<file path="config.mk">
export PLATFORM = sky130hd
export DESIGN_NAME = tcw_front
export DESIGN_NICKNAME = d
export VERILOG_FILES = /design/src/tcw_pkg.sv /design/src/tcw_front.sv
export SDC_FILE = /design/constraint.sdc
export NUM_CORES = 1
export LEC_CHECK = 0
export ABC_AREA = 1
export BUFFER_PORTS_ARGS = -buffer_cell sky130_fd_sc_hd__buf_2
export CAP_MARGIN = 5
export CORE_ASPECT_RATIO = 1.75
export CORE_MARGIN = 2
export CORE_UTILIZATION = 45
export CTS_CLUSTER_DIAMETER = 120
export DETAILED_ROUTE_END_ITERATION = 16
export PLACE_DENSITY = 0.72
export SLEW_MARGIN = 20
export SYNTH_ARGS = -nofsm -noshare
export SYNTH_HDL_FRONTEND = slang
export SYNTH_SLANG_ARGS = --single-unit
</file>
<file path="constraint.sdc">
create_clock -name clk -period 1.7 [get_ports clk]
set_input_delay 0.085 -clock clk [delete_from_list [all_inputs] [get_ports clk]]
set_output_delay 0.085 -clock clk [all_outputs]
set_load 0.05 [all_outputs]
</file>
<file path="src/tcw_pkg.sv">
// tcw_pkg: types and fixed constants of the text console writer
// no dependencies; used by every module of the block
`timescale 1ns / 1ps

package tcw_pkg;

  localparam int unsigned COL_W      = 7;
  localparam int unsigned ROW_W      = 5;
  localparam int unsigned COLOR_W    = 4;
  localparam int unsigned CHAR_W     = 8;
  localparam int unsigned CELL_W     = 16;
  localparam int unsigned ADDR_IN_W  = 11;
  localparam int unsigned LIN_W      = 12;
  localparam int unsigned CFG_IDX_W  = 3;
  localparam int unsigned CFG_DATA_W = 7;

  localparam int unsigned Q_DEPTH = 2;
  localparam int unsigned Q_PTR_W = 1;
  localparam int unsigned Q_CNT_W = 2;

  localparam logic [ROW_W-1:0] MIN_ROWS = 5'd4;

  localparam logic [1:0] KIND_PUT   = 2'd0;
  localparam logic [1:0] KIND_CLEAR = 2'd1;
  localparam logic [1:0] KIND_READ  = 2'd2;

  localparam logic [CHAR_W-1:0] CH_BACKSPACE = 8'd8;
  localparam logic [CHAR_W-1:0] CH_TAB       = 8'd9;
  localparam logic [CHAR_W-1:0] CH_NEWLINE   = 8'd10;
  localparam logic [CHAR_W-1:0] CH_SPACE     = 8'd32;

  localparam logic [CFG_IDX_W-1:0] REG_COLUMNS     = 3'd0;
  localparam logic [CFG_IDX_W-1:0] REG_ROWS        = 3'd1;
  localparam logic [CFG_IDX_W-1:0] REG_FORE_COLOR  = 3'd2;
  localparam logic [CFG_IDX_W-1:0] REG_BACK_COLOR  = 3'd3;
  localparam logic [CFG_IDX_W-1:0] REG_CLEAR_COLOR = 3'd4;
  localparam logic [CFG_IDX_W-1:0] REG_TAB_WIDTH   = 3'd5;

  localparam logic [COL_W-1:0]   RST_COLUMNS     = 7'd80;
  localparam logic [ROW_W-1:0]   RST_ROWS        = 5'd25;
  localparam logic [COLOR_W-1:0] RST_FORE_COLOR  = 4'd15;
  localparam logic [COLOR_W-1:0] RST_BACK_COLOR  = 4'd0;
  localparam logic [COLOR_W-1:0] RST_CLEAR_COLOR = 4'd0;
  localparam logic [COLOR_W-1:0] RST_TAB_WIDTH   = 4'd4;

  typedef enum logic [2:0] {
    OP_CHAR,
    OP_NEWLINE,
    OP_TAB,
    OP_BACKSPACE,
    OP_CLEAR,
    OP_READ,
    OP_NONE
  } op_t;

  typedef struct packed {
    logic [1:0]           kind;
    logic [CHAR_W-1:0]    char_code;
    logic [ADDR_IN_W-1:0] cell_address;
  } tcw_in_t;

  typedef struct packed {
    logic [ADDR_IN_W-1:0] cursor_index;
    logic [CELL_W-1:0]    read_data;
    logic                 scrolled;
  } tcw_out_t;

  typedef struct packed {
    op_t                  op;
    logic [CHAR_W-1:0]    char_code;
    logic [ADDR_IN_W-1:0] cell_address;
  } tcw_item_t;

  typedef struct packed {
    logic [COL_W-1:0]   columns;
    logic [ROW_W-1:0]   rows;
    logic [COLOR_W-1:0] fore_color;
    logic [COLOR_W-1:0] back_color;
    logic [COLOR_W-1:0] clear_color;
    logic [COLOR_W-1:0] tab_width;
  } tcw_cfg_t;

  typedef struct packed {
    logic idle;
    logic walking;
  } tcw_status_t;

endpackage

</file>
<file path="src/tcw_front.sv">
// tcw_front: accepts input words, decodes them into operations and queues them
// depends on tcw_pkg
`timescale 1ns / 1ps

module tcw_front (
  input  logic               clk,
  input  logic               rst_n,
  input  logic               in_valid,
  output logic               in_stall,
  input  tcw_pkg::tcw_in_t   in_data,
  output logic               q_valid,
  input  logic               q_pop,
  output tcw_pkg::tcw_item_t q_item
);

  tcw_pkg::tcw_item_t               q_r [tcw_pkg::Q_DEPTH];
  logic [tcw_pkg::Q_PTR_W-1:0]      wr_ptr_r;
  logic [tcw_pkg::Q_PTR_W-1:0]      rd_ptr_r;
  logic [tcw_pkg::Q_CNT_W-1:0]      cnt_r;
  logic [tcw_pkg::Q_CNT_W-1:0]      cnt_nxt;
  logic                             push;
  tcw_pkg::tcw_item_t               decoded;

  assign in_stall = (cnt_r == tcw_pkg::Q_CNT_W'(tcw_pkg::Q_DEPTH));
  assign push     = in_valid && !in_stall;
  assign q_valid  = (cnt_r != '0);
  assign q_item   = q_r[rd_ptr_r];

  always_comb begin
    decoded.char_code    = in_data.char_code;
    decoded.cell_address = in_data.cell_address;
    case (in_data.kind)
      tcw_pkg::KIND_PUT: begin
        case (in_data.char_code)
          tcw_pkg::CH_NEWLINE:   decoded.op = tcw_pkg::OP_NEWLINE;
          tcw_pkg::CH_TAB:       decoded.op = tcw_pkg::OP_TAB;
          tcw_pkg::CH_BACKSPACE: decoded.op = tcw_pkg::OP_BACKSPACE;
          default:               decoded.op = tcw_pkg::OP_CHAR;
        endcase
      end
      tcw_pkg::KIND_CLEAR: decoded.op = tcw_pkg::OP_CLEAR;
      tcw_pkg::KIND_READ:  decoded.op = tcw_pkg::OP_READ;
      default:             decoded.op = tcw_pkg::OP_NONE;
    endcase
  end

  always_comb begin
    cnt_nxt = cnt_r;
    if (push && !q_pop) begin
      cnt_nxt = cnt_r + 1'b1;
    end else if (!push && q_pop) begin
      cnt_nxt = cnt_r - 1'b1;
    end
  end

  always_ff @(posedge clk) begin
    if (!rst_n) begin
      wr_ptr_r <= '0;
      rd_ptr_r <= '0;
      cnt_r    <= '0;
    end else begin
      cnt_r <= cnt_nxt;
      if (push) begin
        wr_ptr_r <= wr_ptr_r + 1'b1;
      end
      if (q_pop) begin
        rd_ptr_r <= rd_ptr_r + 1'b1;
      end
    end
  end

  always_ff @(posedge clk) begin
    if (push) begin
      q_r[wr_ptr_r] <= decoded;
    end
  end

endmodule

</file>
==> results of run 1 <==
-- metrics by stage --
step | hold slack (ns) | setup slack (ns)
floorplan | 0.1839 | -0.1181
global placement | 0.2746 | 0.3941
detailed placement | 0.2785 | 0.1980
CTS | 0.03631 | 0.1793
global route | 0.06122 | 0.02382
finish | 0.04564 | 0.1488
-- worst max-delay path by stage --
stage                 to      from  cells past startpoint  slack [ns]
2_1_floorplan  q_r[1][0]  cnt_r[1]                      3       -0.12
3_3_place_gp    cnt_r[1]  cnt_r[1]                      9        0.39
3_5_place_dp    cnt_r[1]  cnt_r[1]                      9        0.20
4_1_cts         cnt_r[1]  cnt_r[1]                      9        0.18
5_1_grt         cnt_r[1]  cnt_r[1]                      9        0.02
6_report        cnt_r[1]  cnt_r[1]                      9        0.15
-- routing by layer --
| metal | track usage | vias up | part of all wire |
|---|---|---|---|
| li1 | - | 584 | - |
| met3 | 0.03974 | 11 | 0.044 |
| met1 | 0.1417 | 567 | 0.34 |
| met4 | 0.07906 | 0 | 0.029 |
| met2 | 0.2932 | 37 | 0.58 |
| met5 | 0 | - | 0 |
-- timing repair --
action	CTS	global route
buffers inserted	0	0
hold buffers	19	0
endpoints found under the hold margin	38	0
-- logic make-up after synthesis --
family / count (synthesis) / share of synthesized area
adders and majority gates: 3 / 0.01957
muxes: 22 / 0.1292
and+or+nand+nor: 27 / 0.05545
buffers and inverters: 15 / 0.03718
DFF: 49 / 0.7410
AOI/OAI and AO/OA: 6 / 0.01761
-- state kept, by name, indices dropped and copies added (netlist names), named ones only --
register and cells:
cnt_r 2, q_r 44, rd_ptr_r 1, wr_ptr_r 1
-- synth_stat cells --
cell type / count / area [um^2]
edfxtp_1: 44 / 1321
mux2_2: 22 / 247.7
inv_1: 13 / 48.80
nor2_1: 13 / 48.80
nand2_1: 11 / 41.29
dfxtp_1: 5 / 100.1
o21ai_0: 4 / 20.02
ha_1: 3 / 37.54
buf_6: 2 / 22.52
a21oi_1: 1 / 5.000
nand3_1: 1 / 5.000
nand4_1: 1 / 6.260
nor3_1: 1 / 5.000
o21ai_2: 1 / 8.760
-- power by group through the flow --
stage / clock [W] / combinational [W] / sequential (W)
floorplan: 0 / 0.000444 / 0.00148
global placement: 0 / 0.000572 / 0.00148
detailed placement: 0 / 0.000595 / 0.00149
CTS: 0.000653 / 0.000631 / 0.00146
global route: 0.000697 / 0.000662 / 0.00147
finish: 0.000626 / 0.000623 / 0.00146
-- worst min-delay path: cells and delay by family --
kind          cells  cell delay, ns
simple gates      2            0.10
buf+inv           1            0.12
-- layout make-up --
cell class / instances / area [um^2]
fillers: 342 / 1609
flip-flops and latches: 49 / 1421
repair buffers: 71 / 460.4
multi-input cells: 58 / 430.4
clock buffers: 7 / 76.32
well taps: 49 / 61.31
inverters: 13 / 48.80
clock inverters: 1 / 3.754
==> results.cfg, run 1 <==
[run_status]
outcome = finished clean

[die]
die-area_um2 = 4821
die-height_um = 90.37
core_um2 = 4111
ioPinCount = 49
fp.dieW_um = 53.35
start_util = 0.4665
placementRows = 31

[place]
gp_congestion = 0.6799
port_buffers = 48
dp.cells = 221
place_area_um2 = 2232
dpl.hpwl_mm = 2.477

[critical_path]
r2r_end = cnt_r[1]
endpoint_kind = flip-flop
reg2reg_depth = 9
r2r_slack_ns = 0.15
critPathRequiredTime_ns = 1.94
crit_buf_inv = 4
cp_common_cell = inv_1
slowest_delay_ns = 0.36
crit_family = flip-flops
worstReg2RegStart = cnt_r[1]
worstPathArrival_ns = 1.79
cp_cell_sequence = inv_1 -> o21ai_2 -> inv_1 -> ha_1 -> inv_1 -> nand3_1 -> nand2_1 -> inv_1 -> nor2_1
start_kind = flip-flop
worst_path_max_delay_cell = dfxtp_1
worstSetupPathType = flip-flop to flip-flop
cp_max_fo = 4

[pwr]
clock_power_share = 0.231
combPwrFrac = 0.230
cellPowerDensity_nw_per_um2 = 1082
internal_power_w = 0.001904
power_switching_w = 0.0008035
swShare = 0.2968
cellLeakagePower_nw = 1.005
ir_worst_vdd_mv = 0.8088
power.total_w = 0.002707
seqPwrFrac = 0.539

[cts]
postCtsResizedCells = 0
htree_levels = 2
root_buffer = clkbuf_8
cts_tree = done
cts_max_path_buffers = 2
clk_latency_ns = 0.29
cts_made_buffers = 5
cts.clk_slew.worst_paths_ns = 0.08
clock_sinks = 49

[routing]
dr.pass1.iters = 4
ant_nets = 0
drt_iter0_markers = 33
num_vias = 1199
routed_via_density = 4.835
wl_per_cell_um = 14.08
finalWirelength_mm = 3.492
drc_errors = 0

[cells_and_area]
final_area_um2 = 2502
area_growth_pct = 30.46
stdcell_count = 248
diodes = 0
final_nets = 226
final_common_cell = buf_2
final_util = 0.6086
drive_gt1_frac = 0.4121
final_cell_mix = buf_2 (48), edfxtp_1 (44), mux2_2 (22), dlygate4sd3_1 (19), inv_1 (13)

[timing]
setup_viol = 0
drv_slew = 0
clock.fmax_mhz = 644.7
tns_ns = 0
worst_pin_slew_ns = 0.2994
skew_ns = 0.004988
period_share = 0.9125
hold_viol_final = 0
period_minus_slack_ns = 1.551
maxSlewHeadroom = 0.8004
rsz0062_at_grt = false

[worst_hold_path]
min_from = rst_n
hold_path_depth = 3
min_to = cnt_r[1]
min_path_type = primary input to flip-flop

[logic_synthesis]
synth_area_um2 = 1918
yosys_warnings = 0
avgSynthCellArea_um2 = 15.72
netlist_instances = 122
ys_types = 14
ys_seq_area_frac = 0.7410
ys_ff_latch = 49
syn-num-nets = 150

[global_route]
grt_pass1_vias = 1332
track_usage = 0.1568
grt_max_degree = 23
antenna_found_initial = 0
grt-ovfl-total = 0
grt_pass1_wl_mm = 5.464

[run]
max-cap-violations = 0
No activity file was read; power rests on OpenSTA's default activity.
==> inputs of run 2 (changes only) <==
CORE_UTILIZATION = 30   (was 45)
HOLD_SLACK_MARGIN = 0.03   (was default)
PLACE_DENSITY = default   (was 0.72)
PLACE_DENSITY_LB_ADDON = 0.25   (was default)
==> run 2 against run 1 <==
  * Non-clock buffer count unchanged
  * First-iteration DRC count decreased by 70%
  * Setup slack improved by 0.040 ns
  * Sequential share of layout area decreased by 0.87 points
  * Critical endpoint is now q_item[20]
  * Worst hold slack improved by 0.019 ns
  * Via count decreased by 0.17%
  * Clock skew decreased by 0.0012 ns
  * Final cell count increased by 13%
==> results.cfg, run 2 (synthesis gave the netlist of run 1 again) <==
[die]
core_um2 = 6181
ioPinCount = 49
placementRows = 38
die-height_um = 109.8
die-area_um2 = 7074
fp.dieW_um = 64.45
start_util = 0.3103

[pwr]
ir_worst_vdd_mv = 0.4419
cellPowerDensity_nw_per_um2 = 1067
cellLeakagePower_nw = 1.005
power.total_w = 0.002711

[worst_hold_path]
hold_path_depth = 3
min_path_type = primary input to flip-flop

[global_route]
grt_max_degree = 23
antenna_found_initial = 0
grt_pass1_vias = 1268
grt-ovfl-total = 0
grt_pass1_wl_mm = 5.602
track_usage = 0.1091

[cells_and_area]
final_nets = 226
area_growth_pct = 32.49
final_common_cell = buf_2
top_regs = q_r: 44 flops, cnt_r: 2 flops
diodes = 0
top_register = q_r
n_fill_cell = 615
largest_reg_flops = 44
drive_gt1_frac = 0.4121
final_cell_mix = buf_2 (48), edfxtp_1 (44), mux2_2 (22), dlygate4sd3_1 (19), inv_1 (13)
stdcell_count = 279

[timing]
skew_ns = 0.003769
tns_ns = 0
setup_viol = 0
holdWs_ns = 0.06500
period_share = 0.8891
fin_ws_ns = 0.1886
hold_viol_final = 0
worst_pin_slew_ns = 0.3160
maxSlewHeadroom = 0.7893
period_minus_slack_ns = 1.511
drv_slew = 0
rsz0062_at_grt = false
clock.fmax_mhz = 661.6

[routing]
num_vias = 1197
top_layer = met4
drt_iter0_markers = 10
ant_nets = 0
wl_met2_mm = 1.967
drc_errors = 0
routed_via_density = 4.290
met3_length_um = 181
wl_per_cell_um = 12.68
finalWirelength_mm = 3.538
dr.pass1.iters = 4
drt-met1-wl_mm = 1.295

[cts]
clock_sinks = 49
cts_max_path_buffers = 2
cts.clk_slew.worst_paths_ns = 0.08
htree_levels = 2
postCtsResizedCells = 0
root_buffer = clkbuf_8
cts_tree = done
clk_latency_ns = 0.29
cts_hold_buf = 19
cts_setup_buffers = 0
cts_made_buffers = 5

[place]
post-place-ws_ns = 0.2077
dp.cells = 252
dpl.hpwl_mm = 2.473
port_buffers = 48
gp_congestion = 0.6807

[run_status]
outcome = finished clean

[critical_path]
reg2reg_depth = 9
start_kind = flip-flop
worstSetupPathType = flip-flop to primary output
cp_max_fo = 13
endpoint_kind = primary output
worstPathArrival_ns = 1.43
critPathRequiredTime_ns = 1.62

[run]
max-cap-violations = 0
## run 2: per-layer routing
layer / vias up / track usage
li1: 583 / -
met1: 574 / 0.09654
met2: 34 / 0.2083
met3: 6 / 0.03685
met4: 0 / 0.06383
met5: - / 0
## run 2: per-stage QoR
step | utilization | area [um^2]
after CTS | 0.4111 | 2541
after global placement | 0.3674 | 2271
after floorplan | - | 1918
after global routing | 0.4111 | 2541
final | 0.4111 | 2541
after detailed placement | 0.3674 | 2271
## run 2: cell type report
type / count / area, um^2 / share of cell area
Multi-Input combinational cell: 58 / 430.4 / 0.1694
Tap cell: 80 / 100.1 / 0.03939
Inverter: 13 / 48.80 / 0.01920
Timing Repair Buffer: 71 / 460.4 / 0.1812
Clock buffer: 8 / 80.08 / 0.03151
Sequential cell: 49 / 1421 / 0.5593
## run 2: worst max-delay path, stage by stage (launching register included)
cell	delay (ns)
dfxtp_1	0.33
buf_4	0.22
mux2_2	0.36
buf_2	0.21
## run 2: worst paths after layout
check,slack [ns],from,endpoint
worst min register to register,0.52,rd_ptr_r,flip-flop
worst max-delay path,0.19,flip-flop,q_item[20]
worst min-delay path,0.06,q_pop,flip-flop
worst max register to register,0.20,cnt_r[1],cnt_r[1]
## run 2: report_power, final
part	total (W)	switching, W	internal [W]	leakage, nW
Sequential	0.00146	0.0000285	0.00143	0.451
Clock	0.000631	0.000339	0.000292	0.0395
Combinational	0.000623	0.000434	0.000190	0.514
==> inputs of run 3 (changes only) <==
MAX_ROUTING_LAYER = met4   (was default)
==> run 3 against run 2 <==
  * Via count down 0.58%
  * Non-clock buffer count unchanged
  * Die area unchanged
  * Largest power group unchanged
==> results.cfg, run 3 (synthesis gave the netlist of run 1 again) <==
[run_status]
outcome = finished clean

[die]
placementRows = 38
fp.dieW_um = 64.45
die-height_um = 109.8
core_um2 = 6181
ioPinCount = 49
die-area_um2 = 7074
start_util = 0.3103

[pwr]
swShare = 0.2960
internal_power_w = 0.001909
clock_power_share = 0.233
power.total_w = 0.002712
cellLeakagePower_nw = 1.005
seqPwrFrac = 0.537
combPwrFrac = 0.230
cellPowerDensity_nw_per_um2 = 1067
power_switching_w = 0.0008027
ir_worst_vdd_mv = 0.4425

[critical_path]
cp_cell_sequence = buf_4 -> mux2_2 -> buf_2
r2r_end = cnt_r[1]
worstReg2RegStart = cnt_r[1]
start_kind = flip-flop
r2r_slack_ns = 0.20
critPathRequiredTime_ns = 1.62
slowest_delay_ns = 0.36
cp_max_fo = 13
worst_path_max_delay_cell = mux2_2
crit_family = buffers and inverters
endpoint_kind = primary output
reg2reg_depth = 9
worstSetupPathType = flip-flop to primary output
crit_buf_inv = 2
worstPathArrival_ns = 1.42

[place]
port_buffers = 48
gp_congestion = 0.6877
dpl.hpwl_mm = 2.473
dp.cells = 252

[routing]
num_vias = 1190
routed_via_density = 4.265
finalWirelength_mm = 3.541
wl_per_cell_um = 12.69
drc_errors = 0
ant_nets = 0
dr.pass1.iters = 4
drt_iter0_markers = 15

[cts]
cts_made_buffers = 5
cts_tree = done
root_buffer = clkbuf_8
cts_max_path_buffers = 2
htree_levels = 2
clk_latency_ns = 0.29
cts.clk_slew.worst_paths_ns = 0.08
clock_sinks = 49

[run]
max-cap-violations = 0

[timing]
maxSlewHeadroom = 0.7909
skew_ns = 0.004268
rsz0062_at_grt = false
period_share = 0.8882
worst_pin_slew_ns = 0.3136
tns_ns = 0
hold_viol_final = 0
drv_slew = 0
setup_viol = 0
clock.fmax_mhz = 662.3
period_minus_slack_ns = 1.510

[cells_and_area]
final_cell_mix = buf_2 (48), edfxtp_1 (44), mux2_2 (22), dlygate4sd3_1 (19), inv_1 (13)
diodes = 0
largest_reg_flops = 44
final_common_cell = buf_2
final_nets = 226
top_regs = q_r: 44 flops, cnt_r: 2 flops
area_growth_pct = 32.49
drive_gt1_frac = 0.4121
top_register = q_r
stdcell_count = 279

[global_route]
grt_pass1_wl_mm = 5.595
grt-ovfl-total = 0
track_usage = 0.1123
grt_pass1_vias = 1269
grt_max_degree = 23
antenna_found_initial = 0

[worst_hold_path]
min_from = q_pop
hold_path_depth = 3
min_path_type = primary input to flip-flop
==> run 3: final cells by class <==
cell class	instances	area, um^2
inverters	13	48.80
fillers	615	3640
repair buffers	71	460.4
multi-input cells	58	430.4
clock buffers	8	80.08
flip-flops and latches	49	1421
well taps	80	100.1
==> run 3: what timing repair did <==
action                                  CTS  global route
resized for setup                         0             0
endpoints found under the setup margin    0             0
endpoints found under the hold margin    38             0
hold buffers                             19             0
setup buffers                             0             0
==> run 3: worst max-delay path by stage <==
stage | from | endpoint | slack (ns) | cells after the start
finish | flip-flop | q_item[20] | 0.19 | 3
global route | cnt_r[1] | cnt_r[1] | 0.02 | 9
CTS | flip-flop | q_item[20] | 0.16 | 3
detailed placement | cnt_r[1] | cnt_r[1] | 0.21 | 9
global placement | cnt_r[1] | cnt_r[1] | 0.38 | 9
floorplan | cnt_r[1] | q_r[1][0] | -0.12 | 3
==> run 3: routing by layer <==
metal	vias to the layer above	share of wire	global-route usage
met5	-	0	-
met4	0	0.026	0.06383
met3	6	0.046	0.03275
met2	36	0.56	0.2083
met1	565	0.37	0.09920
li1	583	-	-
==> run 3: worst register-to-register path: stages, from the launching register on <==
cell and delay, ns:
dfxtp_1 0.34, inv_1 0.09, o21ai_2 0.23, inv_1 0.11, ha_1 0.32, inv_1 0.08
nand3_1 0.07, nand2_1 0.06, inv_1 0.04, nor2_1 0.10
==> run 3: through the flow <==
step	cell area, um^2	setup WS, ns	hold slack (ns)	utilization
6_report	2541	0.1900	0.06523	0.4111
5_1_grt	2541	0.01734	0.05364	0.4111
4_1_cts	2541	0.1644	0.04350	0.4111
3_5_place_dp	2271	0.2077	0.2778	0.3674
3_3_place_gp	2271	0.3834	0.2748	0.3674
2_1_floorplan	1918	-0.1181	0.1839	-
==> run 3: power by group through the flow <==
stage | sequential (W) | combinational [W] | clock (W)
final | 0.00146 | 0.000624 | 0.000632
after global routing | 0.00147 | 0.000664 | 0.000710
after CTS | 0.00146 | 0.000631 | 0.000667
after detailed placement | 0.00148 | 0.000595 | 0
after global placement | 0.00148 | 0.000579 | 0
after floorplan | 0.00148 | 0.000444 | 0
